File: src/hdl/pool_forward_max_avg_core_defines.svh
// ---------------------------------------------------------------------------
// Pooling core assertion macros
// Shared assertion forms; they expect clk and rst to be visible where used.
// ---------------------------------------------------------------------------
`ifndef POOL_FORWARD_MAX_AVG_CORE_DEFINES_SVH
`define POOL_FORWARD_MAX_AVG_CORE_DEFINES_SVH

// Consequent checked in the same cycle as the antecedent.
`define PFMA_ASSERT_NOW(lbl, ante, cons, msg) \
  lbl: assert property (@(posedge clk) disable iff (rst) (ante) |-> (cons)) \
    else $error(msg);

// Consequent checked in the cycle after the antecedent.
`define PFMA_ASSERT_NEXT(lbl, ante, cons, msg) \
  lbl: assert property (@(posedge clk) disable iff (rst) (ante) |=> (cons)) \
    else $error(msg);

`endif

File: src/hdl/pfma_pkg.sv
// ---------------------------------------------------------------------------
// Pooling core package
// Register map, reset values, default sizes and controller interface types.
// ---------------------------------------------------------------------------
package pfma_pkg;

  localparam int DEF_MAX_OUT_WIDTH = 64;
  localparam int DEF_MAX_KERNEL    = 8;
  localparam int DEF_SAMPLE_BITS   = 16;

  localparam int CFG_INDEX_BITS  = 2;
  localparam int CFG_DATA_BITS   = 7;
  localparam int KERNEL_CFG_BITS = 4;
  localparam int WIDTH_CFG_BITS  = 7;
  localparam int OFFSET_BITS     = 6;

  localparam logic [CFG_INDEX_BITS-1:0] CFG_POOL_MODE  = 2'd0;
  localparam logic [CFG_INDEX_BITS-1:0] CFG_KERNEL_DIM = 2'd1;
  localparam logic [CFG_INDEX_BITS-1:0] CFG_OUT_WIDTH  = 2'd2;

  localparam logic MODE_MAX = 1'b0;
  localparam logic MODE_AVG = 1'b1;

  localparam logic                       POOL_MODE_RESET  = MODE_MAX;
  localparam logic [KERNEL_CFG_BITS-1:0] KERNEL_DIM_RESET = 4'd2;
  localparam logic [WIDTH_CFG_BITS-1:0]  OUT_WIDTH_RESET  = 7'd14;

  typedef struct packed {
    logic accept;
    logic update;
    logic div_start;
    logic load;
  } pfma_cmd_t;

  typedef struct packed {
    logic window_end;
    logic avg_mode;
    logic div_done;
    logic result_free;
  } pfma_status_t;

endpackage

File: src/hdl/pfma_ram.sv
// ---------------------------------------------------------------------------
// Generic single-port-write RAM
// One write port and one read port with registered read data.
// ---------------------------------------------------------------------------
module pfma_ram #(
  parameter int WIDTH     = 8,
  parameter int DEPTH     = 64,
  parameter int ADDR_BITS = (DEPTH > 1) ? $clog2(DEPTH) : 1
) (
  input  logic                 clk,
  input  logic                 we,
  input  logic [ADDR_BITS-1:0] waddr,
  input  logic [WIDTH-1:0]     wdata,
  input  logic                 re,
  input  logic [ADDR_BITS-1:0] raddr,
  output logic [WIDTH-1:0]     rdata
);

  logic [WIDTH-1:0] mem [DEPTH];

  always_ff @(posedge clk) begin
    if (we) begin
      mem[waddr] <= wdata;
    end
    if (re) begin
      rdata <= mem[raddr];
    end
  end

endmodule

File: src/hdl/pfma_div.sv
// ---------------------------------------------------------------------------
// Pooling core divider
// Unsigned restoring divider producing one quotient bit per cycle.
// ---------------------------------------------------------------------------
module pfma_div #(
  parameter int DIVIDEND_BITS = 22,
  parameter int DIVISOR_BITS  = 8
) (
  input  logic                     clk,
  input  logic                     rst,
  input  logic                     start,
  input  logic [DIVIDEND_BITS-1:0] dividend,
  input  logic [DIVISOR_BITS-1:0]  divisor,
  output logic [DIVIDEND_BITS-1:0] quotient,
  output logic                     busy,
  output logic                     done
);

  localparam int CNT_BITS = $clog2(DIVIDEND_BITS + 1);
  localparam logic [CNT_BITS-1:0] LAST_COUNT = CNT_BITS'(DIVIDEND_BITS);

  logic [CNT_BITS-1:0]     count;
  logic [DIVISOR_BITS-1:0] dvs;
  logic [DIVISOR_BITS-1:0] rem;
  logic [DIVISOR_BITS:0]   rem_shift;
  logic [DIVISOR_BITS:0]   rem_diff;
  logic                    fits;

  assign done      = busy && (count == LAST_COUNT);
  assign rem_shift = {rem, quotient[DIVIDEND_BITS-1]};
  assign rem_diff  = rem_shift - {1'b0, dvs};
  assign fits      = (rem_shift >= {1'b0, dvs});

  always_ff @(posedge clk) begin
    if (rst) begin
      busy  <= 1'b0;
      count <= '0;
    end else if (start) begin
      busy  <= 1'b1;
      count <= '0;
    end else if (done) begin
      busy <= 1'b0;
    end else if (busy) begin
      count <= count + 1'b1;
    end
  end

  always_ff @(posedge clk) begin
    if (start) begin
      quotient <= dividend;
      rem      <= '0;
      dvs      <= divisor;
    end else if (busy && !done) begin
      quotient <= {quotient[DIVIDEND_BITS-2:0], fits};
      rem      <= fits ? rem_diff[DIVISOR_BITS-1:0] : rem_shift[DIVISOR_BITS-1:0];
    end
  end

endmodule

File: src/hdl/pfma_datapath.sv
// ---------------------------------------------------------------------------
// Pooling core datapath
// Configuration registers, map position counters, the per-column window
// store, the update arithmetic, the divider and the result register.
// ---------------------------------------------------------------------------
`include "pool_forward_max_avg_core_defines.svh"

module pfma_datapath #(
  parameter int MAX_OUT_WIDTH = pfma_pkg::DEF_MAX_OUT_WIDTH,
  parameter int MAX_KERNEL    = pfma_pkg::DEF_MAX_KERNEL,
  parameter int SAMPLE_BITS   = pfma_pkg::DEF_SAMPLE_BITS
) (
  input  logic                                  clk,
  input  logic                                  rst,
  input  logic                                  cfg_we,
  input  logic [pfma_pkg::CFG_INDEX_BITS-1:0]   cfg_index,
  input  logic [pfma_pkg::CFG_DATA_BITS-1:0]    cfg_data,
  input  logic signed [SAMPLE_BITS-1:0]         pixel,
  input  pfma_pkg::pfma_cmd_t                   cmd,
  output pfma_pkg::pfma_status_t                status,
  input  logic                                  result_stall,
  output logic                                  result_valid,
  output logic signed [SAMPLE_BITS-1:0]         pooled_value,
  output logic [pfma_pkg::OFFSET_BITS-1:0]      argmax_index,
  output logic                                  last_in_map
);

  import pfma_pkg::*;

  localparam int KB       = $clog2(MAX_KERNEL + 1);
  localparam int XB       = (MAX_KERNEL > 1) ? $clog2(MAX_KERNEL) : 1;
  localparam int WB       = $clog2(MAX_OUT_WIDTH + 1);
  localparam int WXB      = (MAX_OUT_WIDTH > 1) ? $clog2(MAX_OUT_WIDTH) : 1;
  localparam int ACC_BITS = SAMPLE_BITS + 2 * XB;
  localparam int DIVB     = 2 * KB;
  localparam int OFFB     = XB + KB;
  localparam int RAM_BITS = ACC_BITS + OFFSET_BITS;

  logic                       pool_mode;
  logic [KERNEL_CFG_BITS-1:0] kernel_dim;
  logic [WIDTH_CFG_BITS-1:0]  out_width;

  logic [KB-1:0]   eff_k;
  logic [WB-1:0]   eff_w;
  logic [KB-1:0]   k_last;
  logic [WB-1:0]   w_last;
  logic [DIVB-1:0] kk;

  logic [XB-1:0]  x;
  logic [XB-1:0]  y;
  logic [WXB-1:0] wx;
  logic [WXB-1:0] wy;
  logic           x_end;
  logic           y_end;
  logic           wx_end;
  logic           wy_end;
  logic           cfg_hit;
  logic [OFFB-1:0] off_full;

  logic signed [SAMPLE_BITS-1:0] px_hold;
  logic [WXB-1:0]                wx_hold;
  logic [OFFSET_BITS-1:0]        off_hold;
  logic                          first_hold;
  logic                          wend_hold;
  logic                          last_hold;

  logic [RAM_BITS-1:0]        rdata;
  logic signed [ACC_BITS-1:0] px_ext;
  logic signed [ACC_BITS-1:0] old_acc;
  logic [OFFSET_BITS-1:0]     old_off;
  logic signed [ACC_BITS-1:0] acc_new;
  logic [OFFSET_BITS-1:0]     off_new;
  logic [ACC_BITS-1:0]        acc_mag;

  logic signed [ACC_BITS-1:0] acc_res;
  logic [OFFSET_BITS-1:0]     off_res;
  logic                       neg_res;
  logic [ACC_BITS-1:0]        quotient;
  logic [ACC_BITS-1:0]        avg_full;
  logic                       div_busy;
  logic                       div_done;

  always_comb begin
    if (kernel_dim == '0) begin
      eff_k = KB'(1);
    end else if ({4'b0, kernel_dim} > 8'(MAX_KERNEL)) begin
      eff_k = KB'(MAX_KERNEL);
    end else begin
      eff_k = KB'(kernel_dim);
    end
    if (out_width == '0) begin
      eff_w = WB'(1);
    end else if ({2'b0, out_width} > 9'(MAX_OUT_WIDTH)) begin
      eff_w = WB'(MAX_OUT_WIDTH);
    end else begin
      eff_w = WB'(out_width);
    end
  end

  assign k_last = eff_k - 1'b1;
  assign w_last = eff_w - 1'b1;
  assign kk     = DIVB'(eff_k) * DIVB'(eff_k);

  assign x_end  = (x == XB'(k_last));
  assign y_end  = (y == XB'(k_last));
  assign wx_end = (wx == WXB'(w_last));
  assign wy_end = (wy == WXB'(w_last));

  assign cfg_hit  = (cfg_index == CFG_POOL_MODE) || (cfg_index == CFG_KERNEL_DIM) ||
                    (cfg_index == CFG_OUT_WIDTH);
  assign off_full = OFFB'(y) * OFFB'(eff_k) + OFFB'(x);

  always_ff @(posedge clk) begin
    if (rst) begin
      pool_mode  <= POOL_MODE_RESET;
      kernel_dim <= KERNEL_DIM_RESET;
      out_width  <= OUT_WIDTH_RESET;
    end else if (cfg_we) begin
      unique case (cfg_index)
        CFG_POOL_MODE:  pool_mode  <= cfg_data[0];
        CFG_KERNEL_DIM: kernel_dim <= cfg_data[KERNEL_CFG_BITS-1:0];
        CFG_OUT_WIDTH:  out_width  <= cfg_data[WIDTH_CFG_BITS-1:0];
        default: ;
      endcase
    end
  end

  always_ff @(posedge clk) begin
    if (rst || (cfg_we && cfg_hit)) begin
      x  <= '0;
      y  <= '0;
      wx <= '0;
      wy <= '0;
    end else if (cmd.accept) begin
      if (!x_end) begin
        x <= x + 1'b1;
      end else begin
        x <= '0;
        if (!wx_end) begin
          wx <= wx + 1'b1;
        end else begin
          wx <= '0;
          if (!y_end) begin
            y <= y + 1'b1;
          end else begin
            y  <= '0;
            wy <= wy_end ? '0 : wy + 1'b1;
          end
        end
      end
    end
  end

  always_ff @(posedge clk) begin
    if (cmd.accept) begin
      px_hold    <= pixel;
      wx_hold    <= wx;
      off_hold   <= OFFSET_BITS'(off_full);
      first_hold <= (x == '0) && (y == '0);
      wend_hold  <= x_end && y_end;
      last_hold  <= x_end && wx_end && y_end && wy_end;
    end
  end

  pfma_ram #(
    .WIDTH (RAM_BITS),
    .DEPTH (MAX_OUT_WIDTH)
  ) u_window_ram (
    .clk   (clk),
    .we    (cmd.update),
    .waddr (wx_hold),
    .wdata ({off_new, acc_new}),
    .re    (cmd.accept),
    .raddr (wx),
    .rdata (rdata)
  );

  always_comb begin
    px_ext  = {{(ACC_BITS - SAMPLE_BITS){px_hold[SAMPLE_BITS-1]}}, px_hold};
    old_acc = first_hold ? '0 : $signed(rdata[ACC_BITS-1:0]);
    old_off = first_hold ? '0 : rdata[RAM_BITS-1:ACC_BITS];
    acc_new = old_acc;
    off_new = old_off;
    if (pool_mode == MODE_AVG) begin
      acc_new = old_acc + px_ext;
    end else if (px_ext > old_acc) begin
      acc_new = px_ext;
      off_new = off_hold;
    end
    acc_mag = acc_new[ACC_BITS-1] ? ACC_BITS'(-acc_new) : ACC_BITS'(acc_new);
  end

  always_ff @(posedge clk) begin
    if (cmd.update) begin
      acc_res <= acc_new;
      off_res <= off_new;
      neg_res <= acc_new[ACC_BITS-1];
    end
  end

  pfma_div #(
    .DIVIDEND_BITS (ACC_BITS),
    .DIVISOR_BITS  (DIVB)
  ) u_div (
    .clk      (clk),
    .rst      (rst),
    .start    (cmd.div_start),
    .dividend (acc_mag),
    .divisor  (kk),
    .quotient (quotient),
    .busy     (div_busy),
    .done     (div_done)
  );

  assign avg_full = neg_res ? (~quotient + 1'b1) : quotient;

  always_ff @(posedge clk) begin
    if (rst) begin
      result_valid <= 1'b0;
    end else if (cmd.load) begin
      result_valid <= 1'b1;
    end else if (result_valid && !result_stall) begin
      result_valid <= 1'b0;
    end
  end

  always_ff @(posedge clk) begin
    if (cmd.load) begin
      if (pool_mode == MODE_AVG) begin
        pooled_value <= $signed(avg_full[SAMPLE_BITS-1:0]);
        argmax_index <= '0;
      end else begin
        pooled_value <= acc_res[SAMPLE_BITS-1:0];
        argmax_index <= off_res;
      end
      last_in_map <= last_hold;
    end
  end

  assign status.window_end  = wend_hold;
  assign status.avg_mode    = (pool_mode == MODE_AVG);
  assign status.div_done    = div_done;
  assign status.result_free = !result_valid || !result_stall;

  `PFMA_ASSERT_NOW(a_update_div_idle, cmd.update, !div_busy, "Window update while dividing")
  `PFMA_ASSERT_NEXT(a_avg_no_index, cmd.load && (pool_mode == MODE_AVG), argmax_index == '0, "Average result carries an argmax offset")

endmodule

File: src/hdl/pfma_ctrl.sv
// ---------------------------------------------------------------------------
// Pooling core controller
// Sequences accept/update per word, avg division and result load per window.
// ---------------------------------------------------------------------------
`include "pool_forward_max_avg_core_defines.svh"

module pfma_ctrl (
  input  logic                   clk,
  input  logic                   rst,
  input  logic                   pixel_valid,
  output logic                   pixel_stall,
  output logic                   cfg_ready,
  input  pfma_pkg::pfma_status_t status,
  output pfma_pkg::pfma_cmd_t    cmd
);

  import pfma_pkg::*;

  typedef enum logic [3:0] {
    S_IDLE = 4'b0001,
    S_CALC = 4'b0010,
    S_DIV  = 4'b0100,
    S_EMIT = 4'b1000
  } state_t;

  state_t state;
  state_t state_next;

  assign pixel_stall   = (state != S_IDLE);
  assign cfg_ready     = (state == S_IDLE) && !pixel_valid;
  assign cmd.accept    = (state == S_IDLE) && pixel_valid;
  assign cmd.update    = (state == S_CALC);
  assign cmd.div_start = (state == S_CALC) && status.window_end && status.avg_mode;
  assign cmd.load      = (state == S_EMIT) && status.result_free;

  always_comb begin
    state_next = state;
    unique case (state)
      S_IDLE: begin
        if (pixel_valid) begin
          state_next = S_CALC;
        end
      end
      S_CALC: begin
        if (!status.window_end) begin
          state_next = S_IDLE;
        end else if (status.avg_mode) begin
          state_next = S_DIV;
        end else begin
          state_next = S_EMIT;
        end
      end
      S_DIV: begin
        if (status.div_done) begin
          state_next = S_EMIT;
        end
      end
      S_EMIT: begin
        if (status.result_free) begin
          state_next = S_IDLE;
        end
      end
      default: state_next = S_IDLE;
    endcase
  end

  always_ff @(posedge clk) begin
    if (rst) begin
      state <= S_IDLE;
    end else begin
      state <= state_next;
    end
  end

  `PFMA_ASSERT_NOW(a_calc_after_accept, state == S_CALC, $past(cmd.accept), "Update without an accepted word")
  `PFMA_ASSERT_NEXT(a_div_to_emit, (state == S_DIV) && status.div_done, state == S_EMIT, "Quotient not taken to the result")

endmodule

File: src/hdl/pool_forward_max_avg_core.sv
// ---------------------------------------------------------------------------
// Max / average pooling core
// Non-overlapping square-window pooling over a raster stream of Q8.8 samples.
// ---------------------------------------------------------------------------
// A pixel word is first accepted, which issues the read of its window column
// from the window RAM, and then updated, which writes that entry back. The
// pixel that closes a window then goes to the result load in max mode, and
// in average mode first through the bit-serial divider, which produces one
// quotient bit per cycle; the result load waits only while the previous
// result is still stalled. Configuration writes are taken while no pixel is
// being processed; mapped writes restart the map at its first sample.
module pool_forward_max_avg_core #(
  parameter int MAX_OUT_WIDTH = pfma_pkg::DEF_MAX_OUT_WIDTH,
  parameter int MAX_KERNEL    = pfma_pkg::DEF_MAX_KERNEL,
  parameter int SAMPLE_BITS   = pfma_pkg::DEF_SAMPLE_BITS
) (
  input  logic                                clk,
  input  logic                                rst,
  input  logic                                cfg_valid,
  output logic                                cfg_ready,
  input  logic [pfma_pkg::CFG_INDEX_BITS-1:0] cfg_index,
  input  logic [pfma_pkg::CFG_DATA_BITS-1:0]  cfg_data,
  input  logic                                pixel_valid,
  output logic                                pixel_stall,
  input  logic signed [SAMPLE_BITS-1:0]       pixel,
  output logic                                result_valid,
  input  logic                                result_stall,
  output logic signed [SAMPLE_BITS-1:0]       pooled_value,
  output logic [pfma_pkg::OFFSET_BITS-1:0]    argmax_index,
  output logic                                last_in_map
);

  import pfma_pkg::*;

  pfma_cmd_t    cmd;
  pfma_status_t status;

  pfma_ctrl u_ctrl (
    .clk         (clk),
    .rst         (rst),
    .pixel_valid (pixel_valid),
    .pixel_stall (pixel_stall),
    .cfg_ready   (cfg_ready),
    .status      (status),
    .cmd         (cmd)
  );

  pfma_datapath #(
    .MAX_OUT_WIDTH (MAX_OUT_WIDTH),
    .MAX_KERNEL    (MAX_KERNEL),
    .SAMPLE_BITS   (SAMPLE_BITS)
  ) u_datapath (
    .clk          (clk),
    .rst          (rst),
    .cfg_we       (cfg_valid && cfg_ready),
    .cfg_index    (cfg_index),
    .cfg_data     (cfg_data),
    .pixel        (pixel),
    .cmd          (cmd),
    .status       (status),
    .result_stall (result_stall),
    .result_valid (result_valid),
    .pooled_value (pooled_value),
    .argmax_index (argmax_index),
    .last_in_map  (last_in_map)
  );

endmodule
File: config.mk
export PLATFORM = sky130hd
export DESIGN_NAME = pool_forward_max_avg_core
export DESIGN_NICKNAME = d
export VERILOG_FILES = /design/src/hdl/pfma_pkg.sv /design/src/hdl/pfma_ram.sv /design/src/hdl/pfma_div.sv /design/src/hdl/pfma_datapath.sv /design/src/hdl/pfma_ctrl.sv /design/src/hdl/pool_forward_max_avg_core.sv
export VERILOG_INCLUDE_DIRS = /design/src /design/src/hdl
export SDC_FILE = /design/constraint.sdc
export NUM_CORES = 2
export LEC_CHECK = 0
export BUFFER_PORTS_ARGS = -buffer_cell sky130_fd_sc_hd__buf_2
export CAP_MARGIN = 0
export CORE_ASPECT_RATIO = 1.5
export CORE_UTILIZATION = 36
export CTS_CLUSTER_DIAMETER = 50
export DETAILED_ROUTE_END_ITERATION = 16
export PLACE_DENSITY_LB_ADDON = 0.15
export SLEW_MARGIN = 20
export SYNTH_ARGS = -nofsm -noshare
export SYNTH_HDL_FRONTEND = slang
export SYNTH_SLANG_ARGS = --single-unit
File: constraint.sdc
create_clock -name clk -period 10.4 [get_ports clk]
set_input_delay 1.56 -clock clk [delete_from_list [all_inputs] [get_ports clk]]
set_output_delay 1.56 -clock clk [all_outputs]
set_load 0.02 [all_outputs]
==> metrics.txt <==
Slew Viols, Final=0; layout cells sized above 1=0.2838; post_cts resized=0; IO Count=56; Setup-failing EPs final=0; vias=37.49k; Mapped Area=78,910 sq um; Max FO, Critical Path=74; Max Clock Freq=146.2 MHz; Synth area leaders=edfxtp_1 (73%), mux4_2 (17%), ha_1 (1.3%); Critical Path Sink Type=flip-flop; initial core utilization=0.3618; worst vdd ir=0.0001045 V; Power Density=193.9 nW/um^2; largest net degree at the start of global routing=106; Avg Vias per Cell=5.413; Worst Tran Pin Value=1.070 ns; Iter 0 DRT Violations=2,770; Max Root-Sink Buffers=4; Min-Delay Path Class=reg -> reg; Area growth, synth to finish=13.62%; post-route ant nets=0; synth unique cells=73; Static Leak=27.42 nW; CP top delay family=simple AND/OR/NAND/NOR gates; post-DP HPWL=120,300 um; Buf/Inv on CP=2; GRT Total Usage=0.1885; full die area=221,100 sq um; antenna violations before repair=6; routability cong.=0.8338; cells after synthesis=3,718; status=complete, no violations; Crit Path Category=reg -> reg; EDFF count, synth=1,926; unrepaired setup endpoints after global routing=false; most common flop cell mapped by yosys=edfxtp_1; post-route setup slack=3.558 ns; CTS clk-pin slew, worst paths=0.06 ns; post-CTS setup buffers=0; Tcrit/Tclk final=0.6579; H-tree depth=4; wire per inst=30.09 um; post-synth top area share=0.7329; asr flop ratio synth=0; Vert. Die Dim=575.4 um; first drt pass iteration count=7; Tmin final=6.842 ns; area of the multi-input gates=19,880 sq um; Die W=384.3 um; final wirelength=208,400 um; Max-Cap Viols=0; WP data required=10.92 ns; Critical Path Max Stage Delay=0.96 ns; DRC=0; Synth top cells by count=edfxtp_1 (1,926), mux4_2 (588), nor2_1 (177), clkbuf_1 (113), nand2_1 (112); clk sinks=1,975; core footprint=218,100 sq um; Core Rows=210; DP Worst Slack=3.765 ns; CP Data Arrival Time=7.36 ns; vias in the first global route=39.64k; hold_buf cts=0; final net count=4,038; Setup Skew=0.03590 ns; startpoint class of the critical path=flip-flop; Slew headroom=0.2774; Synth Register Bits=1,975; Synth Warn #=0; GRT overflow=0; most frequent cell after synthesis=edfxtp_1; Total Neg Setup Slack=0 ns; FF+latch area=58,840 sq um; Root Driver=clkbuf_16; Port Buffers=55; worst path cell trace=inv_1 -> nand2_1 -> ha_1 -> a21oi_2 -> a21boi_1 -> o31a_1 -> or4_1 -> and3_1 -> a311oi_1 -> a311oi_1 -> nand3_1 -> clkinv_2 -> and3_1 -> mux2i_1 -> o311ai_1; area leader, netlist=edfxtp_1; # fillers=19.17k; TritonCTS buffer count=192; Avg Synthesized Cell Area=21.22 sq um; Slowest cell on crit path=clkinv_2; TritonCTS clock tree=built; first-pass GRT wire length=296,700 um; clock latency at the later pin of the worst-skew pair=0.83 ns; Seq/Total Area, Yosys=0.7453; R2R Setup Slk=3.56 ns; final hold vios=0
## metrics by stage
step | cell area, sq um | cells | power [W] | hold WS [ns] | util
2_1_floorplan | 78920 | 3720 | 0.01040 | 0.4003 | -
3_3_place_gp | 83860 | 6590 | 0.01094 | 0.4038 | 0.3845
3_5_place_dp | 83860 | 6590 | 0.01098 | 0.4062 | 0.3845
4_1_cts | 89650 | 6921 | 0.01760 | 0.4225 | 0.4111
5_1_grt | 89650 | 6922 | 0.01796 | 0.4255 | 0.4111
6_report | 89660 | 6926 | 0.01739 | 0.4211 | 0.4111
## final timing paths
check,start,endpoint,depth (start not counted)
worst max-delay path,u_datapath.first_hold,u_datapath.u_div.quotient[20],15
worst min-delay path,u_datapath.last_hold,u_datapath.last_in_map,0
worst max register to register,u_datapath.first_hold,u_datapath.u_div.quotient[20],15
worst min register to register,u_datapath.last_hold,u_datapath.last_in_map,0
## layout make-up
cell class                      count  area share
Clock inverter                    100    0.008289
Sequential cell                  1975      0.6562
Multi-Input combinational cell   1490      0.2217
Timing Repair Buffer              182     0.01398
Tap cell                         2862     0.03994
Inverter                           81    0.003419
Antenna cell                        5   0.0001395
Clock buffer                      231     0.05628
## where the power goes
part,internal (W),switching (W)
logic,0.000409,0.00105
registers,0.00927,0.0000432
clock network,0.00367,0.00295
total,0.0133,0.00404
## registers in the layout, summed over array words and instances, names as in the netlist, 3 cells and up
signal / count
u_datapath.wy: 6
u_datapath.wx: 6
u_datapath.x: 3
u_datapath.u_window_ram.rdata: 28
u_datapath.kernel_dim: 4
u_datapath.off_res: 6
u_datapath.wx_hold: 6
u_datapath.y: 3
u_datapath.off_hold: 6
u_datapath.acc_res: 16
u_datapath.u_div.count: 5
u_ctrl.state: 4
u_datapath.u_div.quotient: 22
u_datapath.argmax_index: 6
u_datapath.u_div.dvs: 7
u_datapath.px_hold: 16
u_datapath.u_window_ram.mem: 1792
u_datapath.out_width: 7
u_datapath.pooled_value: 16
u_datapath.u_div.rem: 8
## cells by family after synthesis
logic type	share of synthesized area
buffers and inverters	0.01246
XOR/XNOR	0.01054
other	0.00004752
adder cells (fa/ha/maj)	0.01421
AND/OR/NAND/NOR	0.02783
AO/OA/AOI/OAI	0.01885
multiplexers	0.1707
flip-flops	0.7453
## cells in the final DEF (no fill, tap or decap), drive strengths merged, types with 5 or more instances in the layout
cell,n
nand3,28
mux2,8
inv,83
mux4,588
nor2,178
dfxtp,49
clkinv,84
o311ai,7
a211o,5
o31ai,11
o21bai,7
mux2i,14
clkbuf,231
o211ai,7
or4,7
diode,5
bufinv,9
a21oi,64
a211oi,17
or3,6
nor3,26
edfxtp,1926
nand4,20
nor2b,36
fa,6
ha,80
buf,182
a31oi,14
o21ai,56
and3,13
nand3b,5
nand2,113
nor4,11
a21o,9
clkinvlp,5
o21a,7
nand2b,7
xor2,43
and2,7
xnor2,52
## metal layers
metal | GRT usage | up-vias | wire length, um
met5 | 0 | - | 0
met4 | 0.04593 | 0 | 4760
met3 | 0.01932 | 269 | 6613
met2 | 0.3491 | 726 | 113400
met1 | 0.2335 | 20658 | 83640
li1 | - | 15840 | -
Power figures use the tool's default switching activity.
